File: config.mk
export PLATFORM = sky130hd
export DESIGN_NAME = p1305_mul
export DESIGN_NICKNAME = d
export VERILOG_FILES = /design/src/assert_macros.svh /design/src/p1305_pkg.sv /design/src/p1305_mul.sv
export SDC_FILE = /design/constraint.sdc
export NUM_CORES = 2
export LEC_CHECK = 0
export BUFFER_PORTS_ARGS = -buffer_cell sky130_fd_sc_hd__buf_2
export CAP_MARGIN = 20
export CORE_ASPECT_RATIO = 1.75
export CORE_MARGIN = 5
export CORE_UTILIZATION = 43
export DETAILED_ROUTE_END_ITERATION = 12
export GPL_ROUTABILITY_DRIVEN = 0
export PLACE_DENSITY_LB_ADDON = 0.12
export RECOVER_POWER = 25
export SKIP_LAST_GASP = 1
export SLEW_MARGIN = 40
export SYNTH_ARGS = -nofsm -noshare
export SYNTH_HDL_FRONTEND = slang
export SYNTH_SLANG_ARGS = --single-unit
File: constraint.sdc
create_clock -name i_clk -period 8.75 [get_ports i_clk]
set_clock_uncertainty 0.1 [all_clocks]
set_input_delay 2.1875 -clock i_clk [delete_from_list [all_inputs] [get_ports i_clk]]
set_output_delay 2.1875 -clock i_clk [all_outputs]
set_load 0.1 [all_outputs]
File: src/assert_macros.svh
// Assertion helpers for the RTL files; poly1305_mac includes them.
`ifndef ASSERT_MACROS_SVH
`define ASSERT_MACROS_SVH

// Check a property on every rising clock edge outside reset.
`define P1305_ASSERT(lbl, clk, rst_n, prop) \
    lbl: assert property (@(posedge clk) disable iff (!rst_n) prop) \
        else $error("assertion failed");

// Check that a condition never holds outside reset.
`define P1305_ASSERT_NEVER(lbl, clk, rst_n, expr) \
    `P1305_ASSERT(lbl, clk, rst_n, !(expr))

`endif

File: src/p1305_pkg.sv
package p1305_pkg;

    localparam int WORD_W     = 64;
    localparam int LEN_W      = 5;
    localparam int CFG_IDX_W  = 3;

    // Limb widths of the accumulator
    localparam int LIMB_W     = 44;
    localparam int TOP_W      = 42;

    // Shared multiplier: one limb times one half of a coefficient
    localparam int MUL_A_W    = 46;
    localparam int MUL_B_W    = 25;
    localparam int MUL_P_W    = MUL_A_W + MUL_B_W;
    localparam int COEF_W     = 2 * MUL_B_W;
    localparam int DSUM_W     = 94;

    localparam int NUM_TERMS  = 9;
    localparam int MUL_STEPS  = 2 * NUM_TERMS;
    localparam int STEP_W     = $clog2(MUL_STEPS);
    localparam int FIN_STEPS  = 6;

    // Clamp masks of the r limbs
    localparam logic [43:0] R0_MASK = 44'hFFC_0FFF_FFFF;
    localparam logic [43:0] R1_MASK = 44'hFFF_FFC0_FFFF;
    localparam logic [39:0] R2_MASK = 40'h0F_FFFF_FC0F;

    // Configuration register indexes
    localparam logic [CFG_IDX_W-1:0] CFG_KEY_R_LOW    = 3'd0;
    localparam logic [CFG_IDX_W-1:0] CFG_KEY_R_HIGH   = 3'd1;
    localparam logic [CFG_IDX_W-1:0] CFG_KEY_PAD_LOW  = 3'd2;
    localparam logic [CFG_IDX_W-1:0] CFG_KEY_PAD_HIGH = 3'd3;

    typedef enum logic [1:0] {
        LIMB_H0,
        LIMB_H1,
        LIMB_H2
    } t_limb;

    typedef enum logic [2:0] {
        COEF_R0,
        COEF_R1,
        COEF_R2,
        COEF_S1,
        COEF_S2
    } t_coef;

    typedef enum logic [1:0] {
        DSUM_0,
        DSUM_1,
        DSUM_2
    } t_dsel;

    typedef struct packed {
        t_limb a_sel;
        t_coef b_sel;
        t_dsel d_sel;
    } t_term;

    // Tag that travels with a product through the multiplier register
    typedef struct packed {
        t_dsel d_sel;
        logic  upper;
    } t_mul_tag;

    // Product schedule: d0 = h0*r0 + h1*s2 + h2*s1, d1 = h0*r1 + h1*r0 + h2*s2,
    // d2 = h0*r2 + h1*r1 + h2*r0
    function automatic t_term term_of(input logic [STEP_W-2:0] j);
        t_term t;
        unique case (j)
            4'd0:    t = '{LIMB_H0, COEF_R0, DSUM_0};
            4'd1:    t = '{LIMB_H1, COEF_S2, DSUM_0};
            4'd2:    t = '{LIMB_H2, COEF_S1, DSUM_0};
            4'd3:    t = '{LIMB_H0, COEF_R1, DSUM_1};
            4'd4:    t = '{LIMB_H1, COEF_R0, DSUM_1};
            4'd5:    t = '{LIMB_H2, COEF_S2, DSUM_1};
            4'd6:    t = '{LIMB_H0, COEF_R2, DSUM_2};
            4'd7:    t = '{LIMB_H1, COEF_R1, DSUM_2};
            4'd8:    t = '{LIMB_H2, COEF_R0, DSUM_2};
            default: t = '{LIMB_H0, COEF_R0, DSUM_0};
        endcase
        return t;
    endfunction

endpackage

File: src/p1305_mul.sv
module p1305_mul (
    input  logic                          i_clk,
    input  logic                          i_rst_n,
    input  logic                          i_start,
    input  logic [p1305_pkg::MUL_A_W-1:0] i_a,
    input  logic [p1305_pkg::MUL_B_W-1:0] i_b,
    input  p1305_pkg::t_mul_tag           i_tag,
    output logic                          o_vld,
    output logic [p1305_pkg::MUL_P_W-1:0] o_prod,
    output p1305_pkg::t_mul_tag           o_tag
);
    import p1305_pkg::*;

    logic               r_vld;
    logic [MUL_P_W-1:0] r_prod;
    t_mul_tag           r_tag;

    always_ff @(posedge i_clk) begin
        if (!i_rst_n) begin
            r_vld <= 1'b0;
        end else begin
            r_vld <= i_start;
        end
        r_prod <= MUL_P_W'(i_a) * MUL_P_W'(i_b);
        r_tag  <= i_tag;
    end

    assign o_vld  = r_vld;
    assign o_prod = r_prod;
    assign o_tag  = r_tag;

endmodule

* Word-level counts from Yosys, hierarchy flattened
Cells that the tools add are included.
W data, S select, Z words.
** Word-level totals
- Bits of input ports :: 77
- Word-level logic and storage cells :: 5
- Register bits after elaboration :: 75
** Operators by class
- Multiply operators :: 1
** Operators by type and width (number)
- $mul A46 B25 Y71 :: 1

* Logic depth before layout (Yosys ltp)
- Depth after elaboration :: 1
- Depth in mapped cells :: 27

* Least setup slack after synthesis
No wires, ideal clock.
- Path type :: input to register
- Start point :: in i_b[4] in the netlist's numbering
- End point :: reg r_prod[63], in the netlist o_prod[63]
- Data arrival time :: 8.532 ns
- Setup slack :: -0.004 ns
- Library setup time :: 0.122 ns
- Stages :: 25
- Required time :: 8.528 ns
- Cell sequence :: clkbuf_1 -> clkbuf_1 -> nand2_1 -> fa_1 -> inv_1 -> fa_1 -> inv_1 -> fa_1 -> fa_1 -> inv_1 -> fa_1 -> fa_1 -> inv_1 -> fa_1 -> inv_1 -> ha_1 -> clkbuf_1 -> a21o_1 -> a21o_1 -> a221oi_1 -> nor2_1 -> a211oi_1 -> o31ai_4 -> a311o_1 -> o311a_1
** Between the ends
- Longest elaborated chain between the ends :: 1
** Ends and longest elaborated chain
- start: declaration :: RTL line p1305_mul.sv:6 : input logic [p1305_pkg::MUL_B_W-1:0] i_b,
- $mul A46 B25 Y71 :: RTL line p1305_mul.sv:24 : r_prod <= MUL_P_W'(i_a) * MUL_P_W'(i_b);
- end signal: assignment :: RTL line p1305_mul.sv:24
- end: declaration :: RTL line p1305_mul.sv:15 : logic [MUL_P_W-1:0] r_prod;
Every way passes these cells.
A chain may end at the register's enable or synchronous reset.

* Worst setup path in the final report
- Start point :: in i_b[19] in the netlist's numbering
- End point :: reg r_prod[67], in the netlist o_prod[67]
The elaborated chain is that of the path after synthesis.

==> metrics.csv <==
metric,value,unit
outcome,completed,
crit start category,input pin,
Die Y,402,µm
Post-synth top cells,"1022 x inv_1, 1009 x fa_1, 765 x nand2_1, 453 x and2_1, 240 x clkbuf_1",
min Tclk post-route,8.62,ns
row count,143,
initial antenna violation count,5,
average cell area after synthesis,8.92,µm²
gr usage total,29.2,%
Synth area leaders,"fa_1 54%, inv_1 10%, nand2_1 7.6%",
top-count cell post-synth,inv_1,
Placed Cells,5806,
detailed-route via count,30000,
first-pass GRT wire length,201,mm
CTS tree,done,
post-synth top area share,53.6,%
H-Tree Depth,3,
Sinks on Clock Net,75,
DRT antenna net count,0,
Clock Pin Slew Worst Setup and Hold Paths,0.07,ns
fin nets,5966,
vias in the first global route,34100,
CP endpoint kind,flip-flop,
unique cell type count in the Yosys netlist,66,
Most used DFF post-synth,dfxtp_1,
Vias/cell,5.13,
Syn-to-layout area delta,18.3,%
HPWL Detailed,119,mm
DP Area,0.0432,mm²
Worst-Margin Slew,1.22,ns
Fmax,0.116,GHz
DR pass1 iterations,5,
headroom to the max-slew limit,18.7,%
YS warnings,0,
Worst Setup SP,i_b[19],
Hold Path Origin,i_tag[1],
Post-synth EDFFs,0,
final wirelength,137,mm
RSZ-0062 raised after global routing,yes,
Critical Path RT,8.92,ns
# Max-Cap Violations,0,
async set-or-reset flop fraction in the synthesized netlist,0,%
Critical Path Max Stage Delay,0.61,ns
final setup vio count,0,
DR WL/cell,23.4,µm
Worst Path Arrival,8.79,ns
Floorplan Core Area,0.0870,mm²
post-synthesis cell area,0.0377,mm²
Buffers on Ports,151,
Crit path max-delay family,adder cells,
largest fanout on the critical path,12,
total CTS buffers,9,
Worst Hold Class,input pin to flip-flop,
die width,234,µm
Final Max Slew Viols,0,
drt drc,0,
sequential fraction of the synthesis area,3.98,%
Overflow after GRT,0,
Setup CP Type,input pin to flip-flop,
DRT iter0 DRCs,1367,
Initial Util,43.4,%
Top-Level Pins,152,
syn_nets,5522,
Longest Clk Path Bufs,2,
Util after Layout,51.3,%
final hold slack,1.82,ns
Final Hold Vio Count,0,
"area leader, netlist",fa_1,
synthesized instance count,4230,
Tcrit/Tclk final,98.5,%
CP max stage cell,fa_1,
buffers and inverters on the worst path,9,
fin area,0.0446,mm²
CTS Hold Bufs,0,
flop and latch count out of synthesis,75,
CTS root buf,clkbuf_16,
layout cells sized above 1,16.5,%
die area,0.0940,mm²
Non-Filler Instances,5844,
largest net degree at the start of global routing,30,
## logic make-up (layout without fill, tap and decap cells)
logic type	count (synthesis)	in the layout	synth area share, %
compound gates	255	255	4.40
xor+xnor	65	65	1.51
fa+ha+maj	1215	1215	60.4
buf+inv	1267	1716	12.6
flops	75	75	3.98
mux	2	2	0.0564
other cells	0	5	0
simple gates	1351	1351	17.0
## cell usage in the layout, fill, tap and decap left out, types with 40 or more instances in the layout
cell type  synthesis  final
inv_1           1022   1019
fa_1            1009    973
nand2_1          765    761
buf_4              0    488
and2_1           453    452
ha_1             206    195
buf_2              4     80
dfxtp_1           75     75
a21oi_1           85     72
nor2_1            47     46
xnor2_1           43     42
o21ai_0           48     40
## flip-flops by register name, summed over array words and instances, names as in the netlist
signal,cells
o_prod,71
o_tag,3
o_vld,1
## per-stage QoR
stage	setup TNS [ns]	worst slack (ns)
after global placement	-15.53	-0.775
after floorplan	0	0.0338
after global routing	-0.101	-0.0352
after detailed placement	-16.55	-0.831
after CTS	0	0.00512
final	0	0.128
## per-layer routing
layer | GRT usage [%] | share of wire (%) | vias to the layer above
met5 | 0 | 0.0095 | -
met4 | 29.6 | 14 | 2
met3 | 2.38 | 2.8 | 558
met2 | 56.2 | 56 | 910
met1 | 24.6 | 27 | 15500
li1 | - | - | 13000
## final timing paths
kind                            endpoint  depth (start not counted)  slack [ns]
worst max-delay path  o_prod[67]$_DFF_P_                         26        0.13
worst min-delay path    o_tag[1]$_DFF_P_                          1        1.82
## layout make-up
cell class	count	area (µm²)
Tap cell	1160	1450
Clock inverter	6	114
Fill cell	8444	42300
Clock buffer	10	229
Antenna cell	5	12.5
Timing Repair Buffer	678	5470
Inverter	1022	3840
Multi-Input combinational cell	2888	32000
Sequential cell	75	1500
## repair_timing
| action | 4_1_cts | 5_1_grt |
|---|---|---|
| gates resized for setup | 41 | 187 |
| gates cloned | 0 | 7 |
| pin swaps | 3 | 46 |
| endpoints found under the setup margin | 24 | 31 |
| setup buffers | 2 | 9 |
Power is left out: the tool's default activity adds up to more than one toggle a clock period on the data nets, which glitch-free logic cannot reach.
