===== config.mk =====
export PLATFORM = sky130hd
export DESIGN_NAME = p1305_pad
export DESIGN_NICKNAME = d
export VERILOG_FILES = /design/src/assert_macros.svh /design/src/p1305_pkg.sv /design/src/p1305_pad.sv
export SDC_FILE = /design/constraint.sdc
export NUM_CORES = 1
export LEC_CHECK = 0
export BUFFER_PORTS_ARGS = -buffer_cell sky130_fd_sc_hd__buf_4
export CELL_PAD_IN_SITES_DETAIL_PLACEMENT = 1
export CELL_PAD_IN_SITES_GLOBAL_PLACEMENT = 1
export CORE_ASPECT_RATIO = 2
export CORE_MARGIN = 8
export CORE_UTILIZATION = 12
export DETAILED_ROUTE_END_ITERATION = 10
export GPL_TIMING_DRIVEN = 0
export PLACE_DENSITY = 0.82
export SYNTH_ARGS = -nofsm -noshare
export SYNTH_HDL_FRONTEND = slang
export SYNTH_SLANG_ARGS = --single-unit

===== constraint.sdc =====
create_clock -name vclk -period 2.2
set_input_delay 0.44 -clock vclk [all_inputs]
set_output_delay 0.44 -clock vclk [all_outputs]
set_load 0.02 [all_outputs]

===== src/assert_macros.svh =====
// Assertion helpers for the RTL files; poly1305_mac includes them.
`ifndef ASSERT_MACROS_SVH
`define ASSERT_MACROS_SVH

// Check a property on every rising clock edge outside reset.
`define P1305_ASSERT(lbl, clk, rst_n, prop) \
    lbl: assert property (@(posedge clk) disable iff (!rst_n) prop) \
        else $error("assertion failed");

// Check that a condition never holds outside reset.
`define P1305_ASSERT_NEVER(lbl, clk, rst_n, expr) \
    `P1305_ASSERT(lbl, clk, rst_n, !(expr))

`endif


===== src/p1305_pkg.sv =====
package p1305_pkg;

    localparam int WORD_W     = 64;
    localparam int LEN_W      = 5;
    localparam int CFG_IDX_W  = 3;

    // Limb widths of the accumulator
    localparam int LIMB_W     = 44;
    localparam int TOP_W      = 42;

    // Shared multiplier: one limb times one half of a coefficient
    localparam int MUL_A_W    = 46;
    localparam int MUL_B_W    = 25;
    localparam int MUL_P_W    = MUL_A_W + MUL_B_W;
    localparam int COEF_W     = 2 * MUL_B_W;
    localparam int DSUM_W     = 94;

    localparam int NUM_TERMS  = 9;
    localparam int MUL_STEPS  = 2 * NUM_TERMS;
    localparam int STEP_W     = $clog2(MUL_STEPS);
    localparam int FIN_STEPS  = 6;

    // Clamp masks of the r limbs
    localparam logic [43:0] R0_MASK = 44'hFFC_0FFF_FFFF;
    localparam logic [43:0] R1_MASK = 44'hFFF_FFC0_FFFF;
    localparam logic [39:0] R2_MASK = 40'h0F_FFFF_FC0F;

    // Configuration register indexes
    localparam logic [CFG_IDX_W-1:0] CFG_KEY_R_LOW    = 3'd0;
    localparam logic [CFG_IDX_W-1:0] CFG_KEY_R_HIGH   = 3'd1;
    localparam logic [CFG_IDX_W-1:0] CFG_KEY_PAD_LOW  = 3'd2;
    localparam logic [CFG_IDX_W-1:0] CFG_KEY_PAD_HIGH = 3'd3;

    typedef enum logic [1:0] {
        LIMB_H0,
        LIMB_H1,
        LIMB_H2
    } t_limb;

    typedef enum logic [2:0] {
        COEF_R0,
        COEF_R1,
        COEF_R2,
        COEF_S1,
        COEF_S2
    } t_coef;

    typedef enum logic [1:0] {
        DSUM_0,
        DSUM_1,
        DSUM_2
    } t_dsel;

    typedef struct packed {
        t_limb a_sel;
        t_coef b_sel;
        t_dsel d_sel;
    } t_term;

    // Tag that travels with a product through the multiplier register
    typedef struct packed {
        t_dsel d_sel;
        logic  upper;
    } t_mul_tag;

    // Product schedule: d0 = h0*r0 + h1*s2 + h2*s1, d1 = h0*r1 + h1*r0 + h2*s2,
    // d2 = h0*r2 + h1*r1 + h2*r0
    function automatic t_term term_of(input logic [STEP_W-2:0] j);
        t_term t;
        unique case (j)
            4'd0:    t = '{LIMB_H0, COEF_R0, DSUM_0};
            4'd1:    t = '{LIMB_H1, COEF_S2, DSUM_0};
            4'd2:    t = '{LIMB_H2, COEF_S1, DSUM_0};
            4'd3:    t = '{LIMB_H0, COEF_R1, DSUM_1};
            4'd4:    t = '{LIMB_H1, COEF_R0, DSUM_1};
            4'd5:    t = '{LIMB_H2, COEF_S2, DSUM_1};
            4'd6:    t = '{LIMB_H0, COEF_R2, DSUM_2};
            4'd7:    t = '{LIMB_H1, COEF_R1, DSUM_2};
            4'd8:    t = '{LIMB_H2, COEF_R0, DSUM_2};
            default: t = '{LIMB_H0, COEF_R0, DSUM_0};
        endcase
        return t;
    endfunction

endpackage


===== src/p1305_pad.sv =====
module p1305_pad (
    input  logic [p1305_pkg::WORD_W-1:0] i_block_low,
    input  logic [p1305_pkg::WORD_W-1:0] i_block_high,
    input  logic [p1305_pkg::LEN_W-1:0]  i_block_len,
    output logic [p1305_pkg::LIMB_W-1:0] o_m0,
    output logic [p1305_pkg::LIMB_W-1:0] o_m1,
    output logic [p1305_pkg::TOP_W-2:0]  o_m2
);
    import p1305_pkg::*;

    logic [2*WORD_W-1:0] raw;
    logic [2*WORD_W-1:0] fmt;
    logic                full;

    assign raw  = {i_block_high, i_block_low};
    // any count of sixteen or more is a full block
    assign full = i_block_len[LEN_W-1];

    always_comb begin
        for (int i = 0; i < 16; i++) begin
            if (full || (LEN_W'(i) < i_block_len)) begin
                fmt[i*8 +: 8] = raw[i*8 +: 8];
            end else if (LEN_W'(i) == i_block_len) begin
                fmt[i*8 +: 8] = 8'h01;
            end else begin
                fmt[i*8 +: 8] = 8'h00;
            end
        end
    end

    assign o_m0 = fmt[43:0];
    assign o_m1 = fmt[87:44];
    assign o_m2 = {full, fmt[127:88]};

endmodule


# Word-level counts from Yosys, hierarchy flattened
# Index checks and enable logic that the tools add are counted.
dict set report classes {
  div_mod_pow 0
  bitwise 0
  n_eq_ne 15
  multipliers 0
  add_sub_neg 0
  shift 0
  magnitude_cmp 16
  n_reduce_logical 17
  mux 32
}
# operator count
set ops {}
lappend ops {{2-to-1 mux 8 bit} 16}
lappend ops {{== test 4 x 5 -> 1 bit (first input constant)} 8}
lappend ops {{less-than comparator 4 x 5 -> 1 bit (first input constant)} 8}
lappend ops {{== test 3 x 5 -> 1 bit (first input constant)} 4}
lappend ops {{less-than comparator 3 x 5 -> 1 bit (first input constant)} 4}
lappend ops {{logical OR 1 bit} 16}
lappend ops {{2-to-1 mux 1 bit} 16}
lappend ops {{== test 2 x 5 -> 1 bit (first input constant)} 2}
lappend ops {{less-than comparator 1 x 5 -> 1 bit (first input constant)} 2}
lappend ops {{less-than comparator 2 x 5 -> 1 bit (first input constant)} 2}
lappend ops {{== test 1 x 5 -> 1 bit (first input constant)} 1}
lappend ops {{logical NOT 5 bit} 1}
dict set report totals {
  ram_bits 0
  mem_count 0
  latchBits 0
  regBits 0
  mem_bits_ro 0
  elab_cells 80
}

# Logic depth before layout (Yosys ltp)
dict set report logic_depth {
  depth_word 3
  ltp_mapped 5
}

# Worst setup path before layout
# Ideal clock, no wire load.
dict set report synth_path {
  path_kind {input-to-output}
  from {in i_block_len[3] in the netlist's numbering}
  to {out o_m0[24] in the netlist's numbering}
  path_buffers 2
  path_slack_ps 200
  t_arrival_ps 1560
  cell_stages 4
  cell_sequence {buf_6 -> or3_4 -> buf_6 -> o21ai_0}
}
dict set report synth_via {
  elab_chain_len 3
  word_cells_on_any_way 5
}
# item line_no
set synth_rtl {}
lappend synth_rtl {{from (decl)} p1305_pad.sv:4} ;# input logic [p1305_pkg::LEN_W-1:0] i_block_len,
lappend synth_rtl {{less-than comparator 2 x 5 -> 1 bit or == test 2 x 5 -> 1 bit (tied branches)} {p1305_pad.sv:21, p1305_pad.sv:23}}
lappend synth_rtl {{logical OR 1 bit or 2-to-1 mux 1 bit (tied branches)} {p1305_pad.sv:21, p1305_pad.sv:23}}
lappend synth_rtl {{2-to-1 mux 8 bit (*)} p1305_pad.sv:21} ;# if (full || (LEN_W'(i) < i_block_len)) begin
lappend synth_rtl {{to (decl)} p1305_pad.sv:5} ;# output logic [p1305_pkg::LIMB_W-1:0] o_m0,
# Mark *: on every way between the ends. The rest lies on a longest branch, timed or not.

# Worst setup path after layout
dict set report layout_path {
  from {in i_block_len[1] in the netlist's numbering}
  to {out o_m1[22] in the netlist's numbering}
}
dict set report layout_via {
  elab_chain_len 3
}
# item line_no
set layout_rtl {}
lappend layout_rtl {{less-than comparator 4 x 5 -> 1 bit} p1305_pad.sv:21}
lappend layout_rtl {{logical OR 1 bit} p1305_pad.sv:21}
lappend layout_rtl {{2-to-1 mux 8 bit} p1305_pad.sv:21}
lappend layout_rtl {{to (decl)} p1305_pad.sv:6} ;# output logic [p1305_pkg::LIMB_W-1:0] o_m1,
# No other way between the ends.

==> metrics.md <==
| Metric | Value |
|---|---|
| Die ar. | `13,600 sq um` |
| Mean cell area of the mapped netlist | `6.24 sq um` |
| Maximum clock frequency | `0.472 GHz` |
| Outcome | `complete, no violations` |
| N_diodes | `0` |
| Critical Path End Type | `primary output` |
| Post-synthesis net count | `324` |
| Vias in the first global route | `2,728` |
| Slew Viols, Final | `0` |
| Residual DRC | `0` |
| CTS Hold Bufs | `0` |
| Synthesis-to-finish area growth | `179%` |
| Count leader, synth | `nor2b_1` |
| Dpl cell area | `3310 sq um` |
| WP data required | `1.76 ns` |
| Synth Instances | `191` |
| Design Area, Final | `3330 sq um` |
| Die X | `86.5 microns` |
| Min Hold Slack | `1.17 ns` |
| PnR worst setup slack | `0.0803 ns` |
| Critical Path Start Type | `primary input` |
| Share of cells above drive strength 1 | `0.650` |
| Hold Crit Class | `in -> out` |
| Final period utilization | `0.963` |
| Die H | `157 microns` |
| Critical path peak fanout | `8` |
| Hold Vio Cnt, Final | `0` |
| Maximum vdd ir drop | `114 uV` |
| Synth area leaders | `nor2b_1, and2_1, nor2b_2, nor2_1, nand2_1` |
| Worst Setup SP | `i_block_len[1]` |
| Power per standard cell area | `256 nW/um^2` |
| HPWL after detailed placement | `8.99 mm` |
| Initial antenna violation count | `0` |
| Seq/Total Area, Yosys | `0` |
| Area share of the leading cell type in the synthesized netlist | `0.357` |
| Max cap viols | `0` |
| Input/output buffers | `260` |
| GRT Util Overall | `0.129` |
| FF+latch area | `0 sq um` |
| Distinct cell type count after synthesis | `33` |
| Row Count | `51` |
| Yosys Warn Count | `0` |
| Core area | `9700 sq um` |
| IO Count | `262` |
| Worst path arrival time | `1.68 ns` |
| DRT Wirelength | `9.87 mm` |
| Least-Margin Pin Slew | `0.645 ns` |
| Via count | `2,356` |
| Nets | `587` |
| Area leader, netlist | `nor2b_1` |
| Clock buf count | `0` |
| Filler instances | `1,287` |
| DRT Pass-1 Iters | `4` |
| Min cycle time layout | `2.12 ns` |
| Placer congestion estimate | `0.734` |
| Pre-CTS setup slack | `-0.153 ns` |
| Routed length per instance | `16.9 microns` |
| Slew HR | `0.568` |
| Post-synth top cells | `nor2b_1, and2_1, nor2_1` |
| Seq Cell Count | `0` |
| LEAKAGE | `1.77 nW` |
| Setup_tns | `0 ns` |
| Initial Util | `0.123` |
| Synthesized area | `1190 sq um` |
| Worst Setup EP | `o_m1[22]` |
| Endpoints failing setup | `0` |
| RSZ-0062 raised after global routing | `yes` |
| Crit Path Class | `in -> out` |
| Starting DRT DRC Count | `19` |
| Largest net degree at the start of global routing | `11` |
| Grt ovf | `0` |
| First-pass GRT wire length | `14.1 mm` |
| Via-to-Cell Ratio | `4.03` |
| Post-route ant nets | `0` |
-- power by group --
part	internal, W	total [W]	switching, W
registers	0	0	0
clock network	0	0	0
logic	0.000430	0.000853	0.000423
total	0.000430	0.000853	0.000423
-- metal layers --
metal / up-vias / routed length, microns / global-route usage
li1: 1128 / - / -
met3: 2 / 1140 / 0.0564
met1: 1078 / 3020 / 0.107
met5: - / 0 / 0
met2: 148 / 5680 / 0.274
met4: 0 / 41 / 0.00662
-- layout make-up --
class | count | area (sq um) | share of cell area
timing repair buffer | 261 | 1960 | 0.589
multi-input combinational | 177 | 1120 | 0.335
tap | 132 | 165 | 0.0496
buffer | 12 | 80.1 | 0.0241
inverter | 2 | 7.51 | 0.00226
-- worst min path at each step --
stage	start	to	cells after the start
after floorplan	i_block_len[4]	o_m2[40]	1
after global placement	i_block_low[0]	o_m0[0]	3
after detailed placement	i_block_low[0]	o_m0[0]	3
after CTS	i_block_low[0]	o_m0[0]	3
after global routing	i_block_low[29]	o_m0[29]	3
final	i_block_low[0]	o_m0[0]	3
-- critical path, stage by stage --
cell,delay (ns)
buf_4,0.15
or3_1,0.39
a21oi_2,0.32
and2b_1,0.23
buf_4,0.15
-- cell families (layout without fill, tap and decap cells) --
family | after synthesis | count (layout) | share of synthesized area
buffers and inverters | 14 | 275 | 0.0683
multiplexers | 2 | 2 | 0.0189
AO/OA/AOI/OAI | 25 | 25 | 0.152
AND/OR/NAND/NOR | 150 | 150 | 0.761
-- layout by cell type (no fill, tap or decap), drive strengths merged, types with 3 or more instances in the layout --
cell,count
and2,35
nor2,15
buf,269
nand2,11
a21oi,11
nor2b,75
clkbuf,4
o21ai,4
nor3,3
or2,3
-- per-stage QoR --
| step | power [W] | instances | utilization |
|---|---|---|---|
| final | 0.000853 | 584 | 0.343 |
| after CTS | 0.000867 | 583 | 0.341 |
| after global routing | 0.000911 | 584 | 0.343 |
| after global placement | 0.000847 | 583 | 0.341 |
| after detailed placement | 0.000864 | 583 | 0.341 |
| after floorplan | 0.000389 | 191 | - |
-- timing repair --
| action | CTS | global route |
|---|---|---|
| cloned | 0 | 0 |
| setup endpoints to repair | 8 | 28 |
| pin swaps | 0 | 1 |
| gates resized for setup | 1 | 8 |
| setup buffers | 0 | 1 |
(Power assumes the default switching activity.)
